==> src/design/esp_pkg.sv <==
// types, codes and fixed constants shared by the encoder speed/position loop
// no dependencies
`default_nettype none

package esp_pkg;

   localparam int FUNC_WIDTH      = 2;
   localparam int GAIN_WIDTH      = 16;
   localparam int GAIN_FRAC       = 8;
   localparam int SPEED_WIDTH     = 28;
   localparam int DRIVE_WIDTH     = 16;
   localparam int COEF_WIDTH      = 17;
   localparam int COEF_SHIFT      = 16;
   localparam int CSR_INDEX_WIDTH = 1;

   // 0.8 and 0.32 in Q0.16
   localparam logic signed [COEF_WIDTH-1:0] KEEP_COEF = 17'sd52429;
   localparam logic signed [COEF_WIDTH-1:0] FEED_COEF = 17'sd20972;

   typedef enum logic [FUNC_WIDTH-1:0] {
      FUNC_LEFT  = 2'd0,
      FUNC_RIGHT = 2'd1,
      FUNC_TICK  = 2'd2
   } func_type;

   typedef enum logic [CSR_INDEX_WIDTH-1:0] {
      CSR_INTEGRAL_GAIN     = 1'b0,
      CSR_PROPORTIONAL_GAIN = 1'b1
   } csr_index_type;

   typedef enum logic [2:0] {
      ST_IDLE,
      ST_FILTER_MUL,
      ST_FILTER_SUM,
      ST_POSITION,
      ST_DRIVE_MUL,
      ST_DRIVE_SUM
   } state_type;

   typedef struct packed {
      logic count_left;
      logic count_right;
      logic latch_sum;
      logic filter_mul;
      logic filter_sum;
      logic position;
      logic drive_mul;
      logic drive_load;
   } cmd_type;

   typedef struct packed {
      logic rsp_stall;
   } status_type;

endpackage

`default_nettype wire

==> src/design/esp_req_if.sv <==
// request channel: encoder pulse events and control ticks
// depends on esp_pkg
`default_nettype none

interface esp_req_if;
   logic                           valid;
   logic                           ready;
   logic [esp_pkg::FUNC_WIDTH-1:0] func;
   logic                           direction;

   modport source (output valid, func, direction, input ready);
   modport sink   (input valid, func, direction, output ready);
endinterface

`default_nettype wire

==> src/design/esp_rsp_if.sv <==
// response channel: drive value per control tick
// depends on esp_pkg
`default_nettype none

interface esp_rsp_if;
   logic                                   valid;
   logic                                   ready;
   logic signed [esp_pkg::DRIVE_WIDTH-1:0] drive_value;

   modport source (output valid, drive_value, input ready);
   modport sink   (input valid, drive_value, output ready);
endinterface

`default_nettype wire

==> src/design/esp_ctrl.sv <==
// sequencer for pulse counting and the tick computation steps
// depends on esp_pkg
`default_nettype none

module esp_ctrl (
   input  wire                               clock,
   input  wire                               reset,
   input  wire                               req_valid,
   input  wire [esp_pkg::FUNC_WIDTH-1:0]     req_func,
   output logic                              req_ready,
   input  esp_pkg::status_type               status,
   output esp_pkg::cmd_type                  cmd
);

   esp_pkg::state_type state_ff, state_in;
   logic               accept;

   assign req_ready = (state_ff == esp_pkg::ST_IDLE);
   assign accept    = req_valid && req_ready;

   always_ff @(posedge clock) begin
      if (reset) begin
         state_ff <= esp_pkg::ST_IDLE;
      end else begin
         state_ff <= state_in;
      end
   end

   always_comb begin
      state_in = state_ff;
      case (state_ff)
         esp_pkg::ST_IDLE: begin
            if (accept && req_func == esp_pkg::FUNC_TICK) begin
               state_in = esp_pkg::ST_FILTER_MUL;
            end
         end
         esp_pkg::ST_FILTER_MUL: state_in = esp_pkg::ST_FILTER_SUM;
         esp_pkg::ST_FILTER_SUM: state_in = esp_pkg::ST_POSITION;
         esp_pkg::ST_POSITION:   state_in = esp_pkg::ST_DRIVE_MUL;
         esp_pkg::ST_DRIVE_MUL:  state_in = esp_pkg::ST_DRIVE_SUM;
         esp_pkg::ST_DRIVE_SUM: begin
            if (!status.rsp_stall) begin
               state_in = esp_pkg::ST_IDLE;
            end
         end
         default: state_in = esp_pkg::ST_IDLE;
      endcase
   end

   always_comb begin
      cmd = '0;
      case (state_ff)
         esp_pkg::ST_IDLE: begin
            if (accept) begin
               case (req_func)
                  esp_pkg::FUNC_LEFT:  cmd.count_left  = 1'b1;
                  esp_pkg::FUNC_RIGHT: cmd.count_right = 1'b1;
                  esp_pkg::FUNC_TICK:  cmd.latch_sum   = 1'b1;
                  default:             cmd = '0;
               endcase
            end
         end
         esp_pkg::ST_FILTER_MUL: cmd.filter_mul = 1'b1;
         esp_pkg::ST_FILTER_SUM: cmd.filter_sum = 1'b1;
         esp_pkg::ST_POSITION:   cmd.position   = 1'b1;
         esp_pkg::ST_DRIVE_MUL:  cmd.drive_mul  = 1'b1;
         esp_pkg::ST_DRIVE_SUM:  cmd.drive_load = !status.rsp_stall;
         default:                cmd = '0;
      endcase
   end

endmodule

`default_nettype wire

==> src/design/esp_datapath.sv <==
// counters, speed filter, position integrator, drive computation and gains
// depends on esp_pkg
`default_nettype none

module esp_datapath #(
   parameter int COUNT_WIDTH    = 16,
   parameter int POSITION_LIMIT = 3500,
   parameter int FRAC_BITS      = 8
) (
   input  wire                                         clock,
   input  wire                                         reset,
   input  esp_pkg::cmd_type                            cmd,
   output esp_pkg::status_type                         status,
   input  wire                                         req_direction,
   input  wire                                         csr_write,
   input  wire [esp_pkg::CSR_INDEX_WIDTH-1:0]          csr_index,
   input  wire [esp_pkg::GAIN_WIDTH-1:0]               csr_wdata,
   output logic                                        rsp_valid,
   input  wire                                         rsp_ready,
   output logic signed [esp_pkg::DRIVE_WIDTH-1:0]      rsp_drive_value
);

   localparam int SW    = esp_pkg::SPEED_WIDTH;
   localparam int GW    = esp_pkg::GAIN_WIDTH;
   localparam int KW    = esp_pkg::COEF_WIDTH;
   localparam int OW    = esp_pkg::DRIVE_WIDTH;
   localparam int CW    = COUNT_WIDTH;
   localparam int SUMW  = CW + 1;
   localparam int PA_W  = SW + KW;
   localparam int PB_W  = SUMW + KW;
   localparam int FA_W  = ((PA_W > PB_W + FRAC_BITS) ? PA_W : PB_W + FRAC_BITS) + 1;
   localparam longint POS_LIM_Q = longint'(POSITION_LIMIT) << FRAC_BITS;
   localparam int PW    = $clog2(POS_LIM_Q + 1) + 1;
   localparam int QW    = ((PW > SW) ? PW : SW) + 1;
   localparam int IW    = GW + PW;
   localparam int JW    = GW + SW;
   localparam int DW    = ((IW > JW) ? IW : JW) + 1;
   localparam int DS    = esp_pkg::GAIN_FRAC + FRAC_BITS;

   localparam logic signed [CW-1:0]   CNT_MAX = {1'b0, {(CW-1){1'b1}}};
   localparam logic signed [CW-1:0]   CNT_MIN = ~CNT_MAX;
   localparam logic signed [FA_W-1:0] SPD_MAX = FA_W'({1'b0, {(SW-1){1'b1}}});
   localparam logic signed [FA_W-1:0] SPD_MIN = ~SPD_MAX;
   localparam logic signed [QW-1:0]   POS_MAX = QW'(POS_LIM_Q);
   localparam logic signed [QW-1:0]   POS_MIN = -POS_MAX;
   localparam logic signed [DW-1:0]   RND     = DW'((longint'(1) << DS) - 1);
   localparam logic signed [DW-1:0]   DRV_MAX = DW'({1'b0, {(OW-1){1'b1}}});
   localparam logic signed [DW-1:0]   DRV_MIN = ~DRV_MAX;

   logic signed [GW-1:0]   igain_ff, pgain_ff;
   logic signed [CW-1:0]   left_cnt_ff, left_cnt_in, right_cnt_ff, right_cnt_in;
   logic signed [SUMW-1:0] sum_ff;
   logic signed [PA_W-1:0] prod_a_ff;
   logic signed [PB_W-1:0] prod_b_ff;
   logic signed [SW-1:0]   speed_ff, speed_in;
   logic signed [PW-1:0]   pos_ff, pos_in;
   logic signed [IW-1:0]   prod_i_ff;
   logic signed [JW-1:0]   prod_p_ff;
   logic signed [OW-1:0]   drive_ff, drive_in;
   logic                   rsp_valid_ff;

   logic signed [FA_W-1:0] filt_acc, filt_shift;
   logic signed [QW-1:0]   pos_sum;
   logic signed [DW-1:0]   drv_acc, drv_biased, drv_shift;

   assign status.rsp_stall = rsp_valid_ff && !rsp_ready;
   assign rsp_valid        = rsp_valid_ff;
   assign rsp_drive_value  = drive_ff;

   // gain registers
   always_ff @(posedge clock) begin
      if (reset) begin
         igain_ff <= '0;
         pgain_ff <= '0;
      end else if (csr_write) begin
         case (csr_index)
            esp_pkg::CSR_INTEGRAL_GAIN:     igain_ff <= csr_wdata;
            esp_pkg::CSR_PROPORTIONAL_GAIN: pgain_ff <= csr_wdata;
            default: begin
               igain_ff <= igain_ff;
            end
         endcase
      end
   end

   // saturating pulse counters
   always_comb begin
      left_cnt_in  = left_cnt_ff;
      right_cnt_in = right_cnt_ff;
      if (cmd.latch_sum) begin
         left_cnt_in  = '0;
         right_cnt_in = '0;
      end
      if (cmd.count_left) begin
         if (req_direction && left_cnt_ff != CNT_MAX) begin
            left_cnt_in = left_cnt_ff + CW'(1);
         end else if (!req_direction && left_cnt_ff != CNT_MIN) begin
            left_cnt_in = left_cnt_ff - CW'(1);
         end
      end
      if (cmd.count_right) begin
         if (req_direction && right_cnt_ff != CNT_MAX) begin
            right_cnt_in = right_cnt_ff + CW'(1);
         end else if (!req_direction && right_cnt_ff != CNT_MIN) begin
            right_cnt_in = right_cnt_ff - CW'(1);
         end
      end
   end

   // speed filter
   always_comb begin
      filt_acc   = FA_W'(prod_a_ff) + (FA_W'(prod_b_ff) <<< FRAC_BITS);
      filt_shift = filt_acc >>> esp_pkg::COEF_SHIFT;
      if (filt_shift > SPD_MAX) begin
         speed_in = SW'(SPD_MAX);
      end else if (filt_shift < SPD_MIN) begin
         speed_in = SW'(SPD_MIN);
      end else begin
         speed_in = filt_shift[SW-1:0];
      end
   end

   // position integrator
   always_comb begin
      pos_sum = QW'(pos_ff) + QW'(speed_ff);
      if (pos_sum > POS_MAX) begin
         pos_in = PW'(POS_MAX);
      end else if (pos_sum < POS_MIN) begin
         pos_in = PW'(POS_MIN);
      end else begin
         pos_in = pos_sum[PW-1:0];
      end
   end

   // drive: truncate toward zero, then saturate
   always_comb begin
      drv_acc    = DW'(prod_i_ff) + DW'(prod_p_ff);
      drv_biased = drv_acc[DW-1] ? drv_acc + RND : drv_acc;
      drv_shift  = drv_biased >>> DS;
      if (drv_shift > DRV_MAX) begin
         drive_in = OW'(DRV_MAX);
      end else if (drv_shift < DRV_MIN) begin
         drive_in = OW'(DRV_MIN);
      end else begin
         drive_in = drv_shift[OW-1:0];
      end
   end

   always_ff @(posedge clock) begin
      if (reset) begin
         left_cnt_ff  <= '0;
         right_cnt_ff <= '0;
         speed_ff     <= '0;
         pos_ff       <= '0;
         rsp_valid_ff <= 1'b0;
      end else begin
         left_cnt_ff  <= left_cnt_in;
         right_cnt_ff <= right_cnt_in;
         if (cmd.filter_sum) begin
            speed_ff <= speed_in;
         end
         if (cmd.position) begin
            pos_ff <= pos_in;
         end
         if (cmd.drive_load) begin
            rsp_valid_ff <= 1'b1;
         end else if (rsp_ready) begin
            rsp_valid_ff <= 1'b0;
         end
      end
   end

   always_ff @(posedge clock) begin
      if (cmd.latch_sum) begin
         sum_ff <= SUMW'(left_cnt_ff) + SUMW'(right_cnt_ff);
      end
      if (cmd.filter_mul) begin
         prod_a_ff <= PA_W'(speed_ff) * PA_W'(esp_pkg::KEEP_COEF);
         prod_b_ff <= PB_W'(sum_ff) * PB_W'(esp_pkg::FEED_COEF);
      end
      if (cmd.drive_mul) begin
         prod_i_ff <= IW'(igain_ff) * IW'(pos_ff);
         prod_p_ff <= JW'(pgain_ff) * JW'(speed_ff);
      end
      if (cmd.drive_load) begin
         drive_ff <= drive_in;
      end
   end

   a_counters_cleared: assert property (@(posedge clock) disable iff (reset)
      cmd.latch_sum |=> (left_cnt_ff == '0 && right_cnt_ff == '0))
      else $error("counters not cleared after tick");

   a_position_bounded: assert property (@(posedge clock) disable iff (reset)
      (QW'(pos_ff) <= POS_MAX) && (QW'(pos_ff) >= POS_MIN))
      else $error("position outside limit");

   a_no_overwrite: assert property (@(posedge clock) disable iff (reset)
      cmd.drive_load |-> !(rsp_valid_ff && !rsp_ready))
      else $error("pending drive value overwritten");

endmodule

`default_nettype wire

==> src/design/encoder_speed_position_loop.sv <==
// top level: encoder pulse counting with filtered speed and position drive loop
// a pulse updates its counter; a tick runs filter mul, filter sum, position, drive mul and drive
// sum states, then its drive value is registered; throughput: one pulse per cycle while idle;
// ready stays low through a tick, as its steps share one sequencer, and through any output stall
// reset: synchronous; counters, speed, position and gains clear to zero
// depends on esp_pkg, esp_req_if, esp_rsp_if, esp_ctrl, esp_datapath
`default_nettype none

module encoder_speed_position_loop #(
   parameter int COUNT_WIDTH    = 16,
   parameter int POSITION_LIMIT = 3500,
   parameter int FRAC_BITS      = 8
) (
   input  wire                                 clock,
   input  wire                                 reset,
   esp_req_if.sink                             req_chan,
   esp_rsp_if.source                           rsp_chan,
   input  wire                                 csr_write,
   input  wire [esp_pkg::CSR_INDEX_WIDTH-1:0]  csr_index,
   input  wire [esp_pkg::GAIN_WIDTH-1:0]       csr_wdata
);

   esp_pkg::cmd_type    cmd;
   esp_pkg::status_type status;
   logic                req_ready;
   logic                rsp_valid;
   logic signed [esp_pkg::DRIVE_WIDTH-1:0] rsp_drive_value;

   assign req_chan.ready       = req_ready;
   assign rsp_chan.valid       = rsp_valid;
   assign rsp_chan.drive_value = rsp_drive_value;

   esp_ctrl u_ctrl (
      .clock     (clock),
      .reset     (reset),
      .req_valid (req_chan.valid),
      .req_func  (req_chan.func),
      .req_ready (req_ready),
      .status    (status),
      .cmd       (cmd)
   );

   esp_datapath #(
      .COUNT_WIDTH    (COUNT_WIDTH),
      .POSITION_LIMIT (POSITION_LIMIT),
      .FRAC_BITS      (FRAC_BITS)
   ) u_datapath (
      .clock           (clock),
      .reset           (reset),
      .cmd             (cmd),
      .status          (status),
      .req_direction   (req_chan.direction),
      .csr_write       (csr_write),
      .csr_index       (csr_index),
      .csr_wdata       (csr_wdata),
      .rsp_valid       (rsp_valid),
      .rsp_ready       (rsp_chan.ready),
      .rsp_drive_value (rsp_drive_value)
   );

endmodule

`default_nettype wire
==> src/flat_wrapper.sv <==
// flat-port wrapper written by rule: the top's interface ports become plain ports
module encoder_speed_position_loop_flat 
#(
   parameter int COUNT_WIDTH    = 16,
   parameter int POSITION_LIMIT = 3500,
   parameter int FRAC_BITS      = 8
)
  (clock, reset, csr_write, csr_index, csr_wdata, req_chan_valid, req_chan_func, req_chan_direction, req_chan_ready, rsp_chan_valid, rsp_chan_drive_value, rsp_chan_ready);
  esp_req_if req_chan_i ();
  esp_rsp_if rsp_chan_i ();
  input  wire clock;
  input  wire reset;
  input  wire csr_write;
  input  wire [esp_pkg::CSR_INDEX_WIDTH-1:0] csr_index;
  input  wire [esp_pkg::GAIN_WIDTH-1:0] csr_wdata;
  input wire logic [$bits(req_chan_i.valid)-1:0] req_chan_valid;
  input wire logic [$bits(req_chan_i.func)-1:0] req_chan_func;
  input wire logic [$bits(req_chan_i.direction)-1:0] req_chan_direction;
  output wire logic [$bits(req_chan_i.ready)-1:0] req_chan_ready;
  output wire logic [$bits(rsp_chan_i.valid)-1:0] rsp_chan_valid;
  output wire logic [$bits(rsp_chan_i.drive_value)-1:0] rsp_chan_drive_value;
  input wire logic [$bits(rsp_chan_i.ready)-1:0] rsp_chan_ready;
  assign req_chan_i.valid = req_chan_valid;
  assign req_chan_i.func = req_chan_func;
  assign req_chan_i.direction = req_chan_direction;
  assign req_chan_ready = req_chan_i.ready;
  assign rsp_chan_valid = rsp_chan_i.valid;
  assign rsp_chan_drive_value = rsp_chan_i.drive_value;
  assign rsp_chan_i.ready = rsp_chan_ready;
  encoder_speed_position_loop #(.COUNT_WIDTH(COUNT_WIDTH), .POSITION_LIMIT(POSITION_LIMIT), .FRAC_BITS(FRAC_BITS)) u_core (.clock(clock), .reset(reset), .req_chan(req_chan_i), .rsp_chan(rsp_chan_i), .csr_write(csr_write), .csr_index(csr_index), .csr_wdata(csr_wdata));
endmodule
==> config.mk <==
export PLATFORM = sky130hd
export DESIGN_NAME = encoder_speed_position_loop_flat
export DESIGN_NICKNAME = d
export VERILOG_FILES = /design/src/design/esp_pkg.sv /design/src/design/esp_req_if.sv /design/src/design/esp_rsp_if.sv /design/src/design/esp_ctrl.sv /design/src/design/esp_datapath.sv /design/src/design/encoder_speed_position_loop.sv /design/src/flat_wrapper.sv
export SDC_FILE = /design/constraint.sdc
export NUM_CORES = 2
export LEC_CHECK = 0
export BUFFER_PORTS_ARGS = -buffer_cell sky130_fd_sc_hd__buf_2
export CAP_MARGIN = 20
export CORE_MARGIN = 3
export CORE_UTILIZATION = 35
export DETAILED_ROUTE_END_ITERATION = 16
export GPL_ROUTABILITY_DRIVEN = 0
export HOLD_SLACK_MARGIN = 0.12
export PLACE_DENSITY = 0.61
export REMOVE_ABC_BUFFERS = 1
export SLEW_MARGIN = 20
export SYNTH_ARGS = -nofsm -noshare
export SYNTH_HDL_FRONTEND = slang
export SYNTH_SLANG_ARGS = --single-unit
==> constraint.sdc <==
create_clock -name clock -period 14.9 [get_ports clock]
set_clock_uncertainty 0.05 [all_clocks]
set_input_delay 2.235 -clock clock [delete_from_list [all_inputs] [get_ports clock]]
set_output_delay 2.235 -clock clock [all_outputs]
set_load 0.005 [all_outputs]
* Yosys cells after proc, flatten, opt, wreduce, memory -nomap -nowiden
Index checks and enable logic that the tools add are counted.
** Word-level totals
- Bits in registers :: 307
- Output and inout bits :: 18
- Word-level logic and storage cells :: 92
- Input port bits :: 25
** Cells by class
- Muxes and demuxes :: 29
- Magnitude comparators :: 6
- Multiply operators :: 4
- Reduce and logical (&&, ||, !) cells :: 16
- Add/subtract/negate cells :: 9
- Bitwise operators :: 1
- Equal/unequal tests :: 13
** Operator list (number)
- $mux W16 :: 9
- $ne A16 B16 Y1 const B :: 4
- $mux W28 :: 2
- $add A45 B41 Y46 :: 1
- $add A37 B44 Y45 :: 1
- $add A45 B17 Y45 const B :: 1
- $mul A28 B17 Y45 const B :: 1
- $mux W45 :: 1
- $mul A16 B28 Y44 :: 1
- $mux W21 :: 2
- $mul A16 B21 Y37 :: 1
- $add A16 B2 Y16 const B :: 2
- $sub A16 B2 Y16 const B :: 2
- $mul A17 B14 Y31 const B :: 1
- $gt A30 B28 Y1 const B :: 1
- $lt A30 B28 Y1 const B :: 1
- $add A21 B28 Y29 :: 1
- $gt A29 B16 Y1 const B :: 1
- $gt A29 B21 Y1 const B :: 1
- $lt A29 B16 Y1 const B :: 1
- $lt A29 B21 Y1 const B :: 1
- $pmux W3 S6 :: 1
- $add A16 B16 Y17 :: 1
- $pmux W1 S2 :: 5
- other kinds (17) :: 35

* Depth between registers and ports, before layout
- Depth in word-level cells :: 8
- Gate-level depth with buffers :: 28
- Mapped depth without buffers :: 26

* Modules after synthesis
Synthesis repeated with hierarchy kept, for this count alone.
** Unflattened totals
- Cells, all modules :: 6543
- Area, all modules :: 59194.3 sq um
** By module, submodules not included
- esp_datapath :: area an instance 58980.3 sq um, cells an instance 6519, times used 1, seq. area each 7687.4 sq um
- esp_ctrl :: area an instance 214.0 sq um, cells an instance 24, times used 1, seq. area each 60.1 sq um

* Least setup slack after synthesis
Ideal clock, no wire load.
- Path type :: reg-to-reg
- From :: reg u_core.u_datapath.speed_ff[27]
- To :: reg u_core.u_datapath.prod_p_ff[42], data pin
- Library setup time :: 0.258 ns
- Setup slack :: 7.714 ns
- Arrival time :: 6.879 ns
- Stages on the path, launching flop included :: 22
- Path buffers :: 3
- Path through :: dfxtp_1 > clkbuf_1 > clkbuf_1 > buf_1 > nand2_1 > fa_1 > inv_1 > fa_1 > fa_1 > fa_1 > fa_1 > fa_1 > ha_1 > o21a_1 > o21ai_0 > nor2_1 > o21ai_0 > nand2b_1 > a221oi_1 > o211ai_1 > a21oi_1 > xnor2_1
** On the way
- Longest elaborated chain between the ends :: 1
** RTL lines
- start: declaration :: RTL line esp_datapath.sv:55 : logic signed [SW-1:0] speed_ff, speed_in;
- start signal: assignment :: RTL line esp_datapath.sv:160 : speed_ff <= speed_in;
- $mul A16 B28 Y44 :: RTL line esp_datapath.sv:183 : prod_p_ff <= JW'(pgain_ff) * JW'(speed_ff);
- end signal: assignment :: RTL line esp_datapath.sv:183
- end: declaration :: RTL line esp_datapath.sv:58 : logic signed [JW-1:0] prod_p_ff;
Every way passes these cells.
A chain may end at the register's enable or synchronous reset.

* Worst setup path in the final report
- From :: reg u_core.u_datapath.pgain_ff[4]
- To :: reg u_core.u_datapath.prod_p_ff[43], data pin
** On the way
- Longest elaborated chain between the ends :: 1
** RTL lines
- start: declaration :: RTL line esp_datapath.sv:50 : logic signed [GW-1:0] igain_ff, pgain_ff;
- start signal: assignment :: RTL line esp_datapath.sv:78 : esp_pkg::CSR_PROPORTIONAL_GAIN: pgain_ff <= csr_wdata;
- $mul A16 B28 Y44 :: RTL line esp_datapath.sv:183
Every way passes these cells.

==> impl_metrics.yaml <==
status:
  status: "completed"
die:
  fp-row-count: 150
  fp.coreArea_mm2: 0.167
  num_io_pins: 43
  start_util: 0.353
  fp.dieW_um: 417
  die_area_mm2: 0.174
  die_h_um: 417
synthesis:
  synth_area_leader_cell: "fa_1"
  synth_enable_flop_cells: 180
  synth.distinct_cells: 107
  synthArstFlopShare: 0
  syn_area_mm2: 0.0591
  yosys-top-cells-area: "fa_1 (35%), ha_1 (12%), inv_1 (9.2%)"
  netlist_instances: 6523
  ys.flop_type: "edfxtp_1"
  syn_avg_cell_area_um2: 9.06
  synth-warning-count: 0
  yosysTopAreaCellShare: 0.350
  ys_ff_latch: 297
  ys_seq_area_frac: 0.131
sta:
  slew_viol_final: 0
  max_freq_ghz: 0.127
  worst_slew_pin_slew_ps: 1150
  max_slew_margin: 0.230
  tns_ps: 0
  fin_crit_sh: 0.528
  holdWs_ps: 456
  hold_viol: 0
  setup_violations: 0
  period_needed_ps: 7870
  grt_setup_unrepaired: "no"
clock_tree:
  clk_latency_ps: 610
  h-tree-depth: 2
  path_clk_slew_ps: 60
  holdBufCountCts: 0
  cts_setup_buffers: 0
  numCtsBuffers: 40
  cts_resized: 0
  clock_path_buffers: 3
  cts.sinks: 297
  cts_tree: "yes"
  cts-root-buf: "clkbuf_16"
detailed_routing:
  via_per_inst: 5.04
  drt_pass1_iterations: 8
  drc: 0
  postRouteAntennaNets: 0
  drt_iter0_markers: 2600
  dr_total_vias: 43800
  drt-wirelength-per-cell_um: 17.5
  finalWirelength_um: 152000
global_route:
  grt_pass1_vias: 46700
  grt_pass1_wl_um: 250000
  antenna_found_initial: 2
  grt_max_degree: 77
  grt_overflow_total: 0
  grtUsageTotal: 0.179
power:
  powerDensity_mw_per_mm2: 79.4
  p_sw_frac: 0.431
  pwr-share-seq: 0.220
  peakVddDrop_v: 0.000123
  p_int_mw: 2.85
  power_frac_clock: 0.203
  p_sw_mw: 2.16
  p_leak_nw: 30.9
  power_frac_comb: 0.577
layout:
  fin_cells: 8684
  syn2layout_area_growth_pct: 6.79
  final_common_cell: "inv_1"
  final_nets: 8092
  layout_common_cells: "inv_1 (1444), fa_1 (1033), nand2_1 (714)"
  drive_above_1_share: 0.0400
critical_path:
  rrSetupSlack_ps: 7030
  critPathLaunchType: "register"
  crit_path_end_kind: "register"
  critPathKind: "reg -> reg"
  path_max_fanout: 29
  critical_path_required_ps: 15170
  cp.arrival_ps: 8140
place:
  hpwl_um: 122000
  dp_cells: 8609
  port-buffer-count: 42
min_path:
  worstHoldPathType: "reg -> reg"
run:
  drv_cap: 0
[cell usage after synthesis, drive strengths merged (21+ instances only)]
library cell and count:
and2 327, o21bai 28, nand2 714, a21o 93
inv 1444, nor4 21, ha 587, nor2b 29
a31oi 31, fa 1033, edfxtp 180, o31ai 22
o22ai 21, nand2b 44, nor3 71, clkbuf 221
dfxtp 117, nor2 287, o21ai 155, xor2 94
o21a 38, and3 43, nand4 28, xnor2 193
a211oi 57, nand3 74, a21oi 260
[metrics by stage]
| stage | power, mW | area, um^2 | util | setup slack [ps] |
|---|---|---|---|---|
| after floorplan | 3.26 | 58100 | - | 7850 |
| after global placement | 3.95 | 61700 | 0.369 | 7130 |
| after detailed placement | 4.00 | 61700 | 0.369 | 7090 |
| after CTS | 5.07 | 63100 | 0.377 | 7090 |
| after global routing | 5.48 | 63100 | 0.377 | 6640 |
| final | 5.01 | 63100 | 0.377 | 7030 |
[metal layers]
layer  wire length, um  up-vias  GRT usage
li1                  -    20400          -
met1             65400    22000      0.232
met2             74600     1081      0.313
met3              7200      258     0.0196
met4              4670        0     0.0514
met5                 0        -          0
[final cells by class]
class	instances	area (um^2)
Fill cell	16800	104000
Multi-Input combinational cell	4538	45000
Sequential cell	297	7750
Inverter	1447	5430
Tap cell	2204	2760
Clock buffer	53	1130
Timing Repair Buffer	123	821
Clock inverter	21	223
Antenna cell	1	2.50
[critical path: stages (launching register included)]
cell and delay [ps]:
dfxtp_1 1080, and2_1 280, fa_1 400, inv_1 80, fa_1 450, fa_1 520, inv_1 60, fa_1 490
fa_1 500, inv_1 50, fa_1 470, inv_1 40, ha_1 310, o21ai_0 230, a21boi_0 240, o21a_1 250
a41oi_1 190, a21bo_2 280, a211o_1 280, a31oi_1 250, o22ai_1 200, o311ai_0 520, a31oi_1 140, nor2_1 140
xnor2_1 80
[sequential cells by signal (all words and copies together), names as in the netlist]
signal                             flops
u_core.u_ctrl.state_ff                 3
u_core.u_datapath.igain_ff            16
u_core.u_datapath.left_cnt_ff         16
u_core.u_datapath.pgain_ff            16
u_core.u_datapath.pos_ff              21
u_core.u_datapath.prod_a_ff           35
u_core.u_datapath.prod_b_ff           31
u_core.u_datapath.prod_i_ff           37
u_core.u_datapath.prod_p_ff           44
u_core.u_datapath.right_cnt_ff        16
u_core.u_datapath.rsp_drive_value     16
u_core.u_datapath.rsp_valid            1
u_core.u_datapath.speed_ff            28
u_core.u_datapath.sum_ff              17
[logic make-up (layout without fill, tap and decap cells)]
| family | count (synthesis) | count (layout) | share of synthesized area |
|---|---|---|---|
| AND/OR/NAND/NOR | 1712 | 1712 | 0.138 |
| flip-flops | 297 | 297 | 0.131 |
| AO/OA/AOI/OAI | 903 | 903 | 0.103 |
| XOR/XNOR | 287 | 287 | 0.0427 |
| buffers and inverters | 1688 | 1644 | 0.108 |
| multiplexers | 15 | 15 | 0.00288 |
| other | 0 | 1 | 0 |
| adder cells (fa/ha/maj) | 1621 | 1621 | 0.474 |
[path summary, 6_finish.rpt]
kind                                                from  cells past startpoint                                           to
max           u_core.u_datapath.pgain_ff[4]$_SDFFE_PP0P_                     24    u_core.u_datapath.prod_p_ff[43]$_DFFE_PN_
min          u_core.u_datapath.speed_ff[16]$_SDFFE_PP0P_                      2  u_core.u_datapath.speed_ff[16]$_SDFFE_PP0P_
max reg2reg   u_core.u_datapath.pgain_ff[4]$_SDFFE_PP0P_                     24    u_core.u_datapath.prod_p_ff[43]$_DFFE_PN_
min reg2reg  u_core.u_datapath.speed_ff[16]$_SDFFE_PP0P_                      2  u_core.u_datapath.speed_ff[16]$_SDFFE_PP0P_
[power groups by stage]
stage	registers, mW	clock network (mW)	logic [mW]
6_report	1.10	1.02	2.89
4_1_cts	1.10	1.05	2.91
3_3_place_gp	1.12	0	2.83
5_1_grt	1.11	1.08	3.29
2_1_floorplan	1.13	0	2.12
3_5_place_dp	1.12	0	2.88
(Power assumes the default switching activity.)
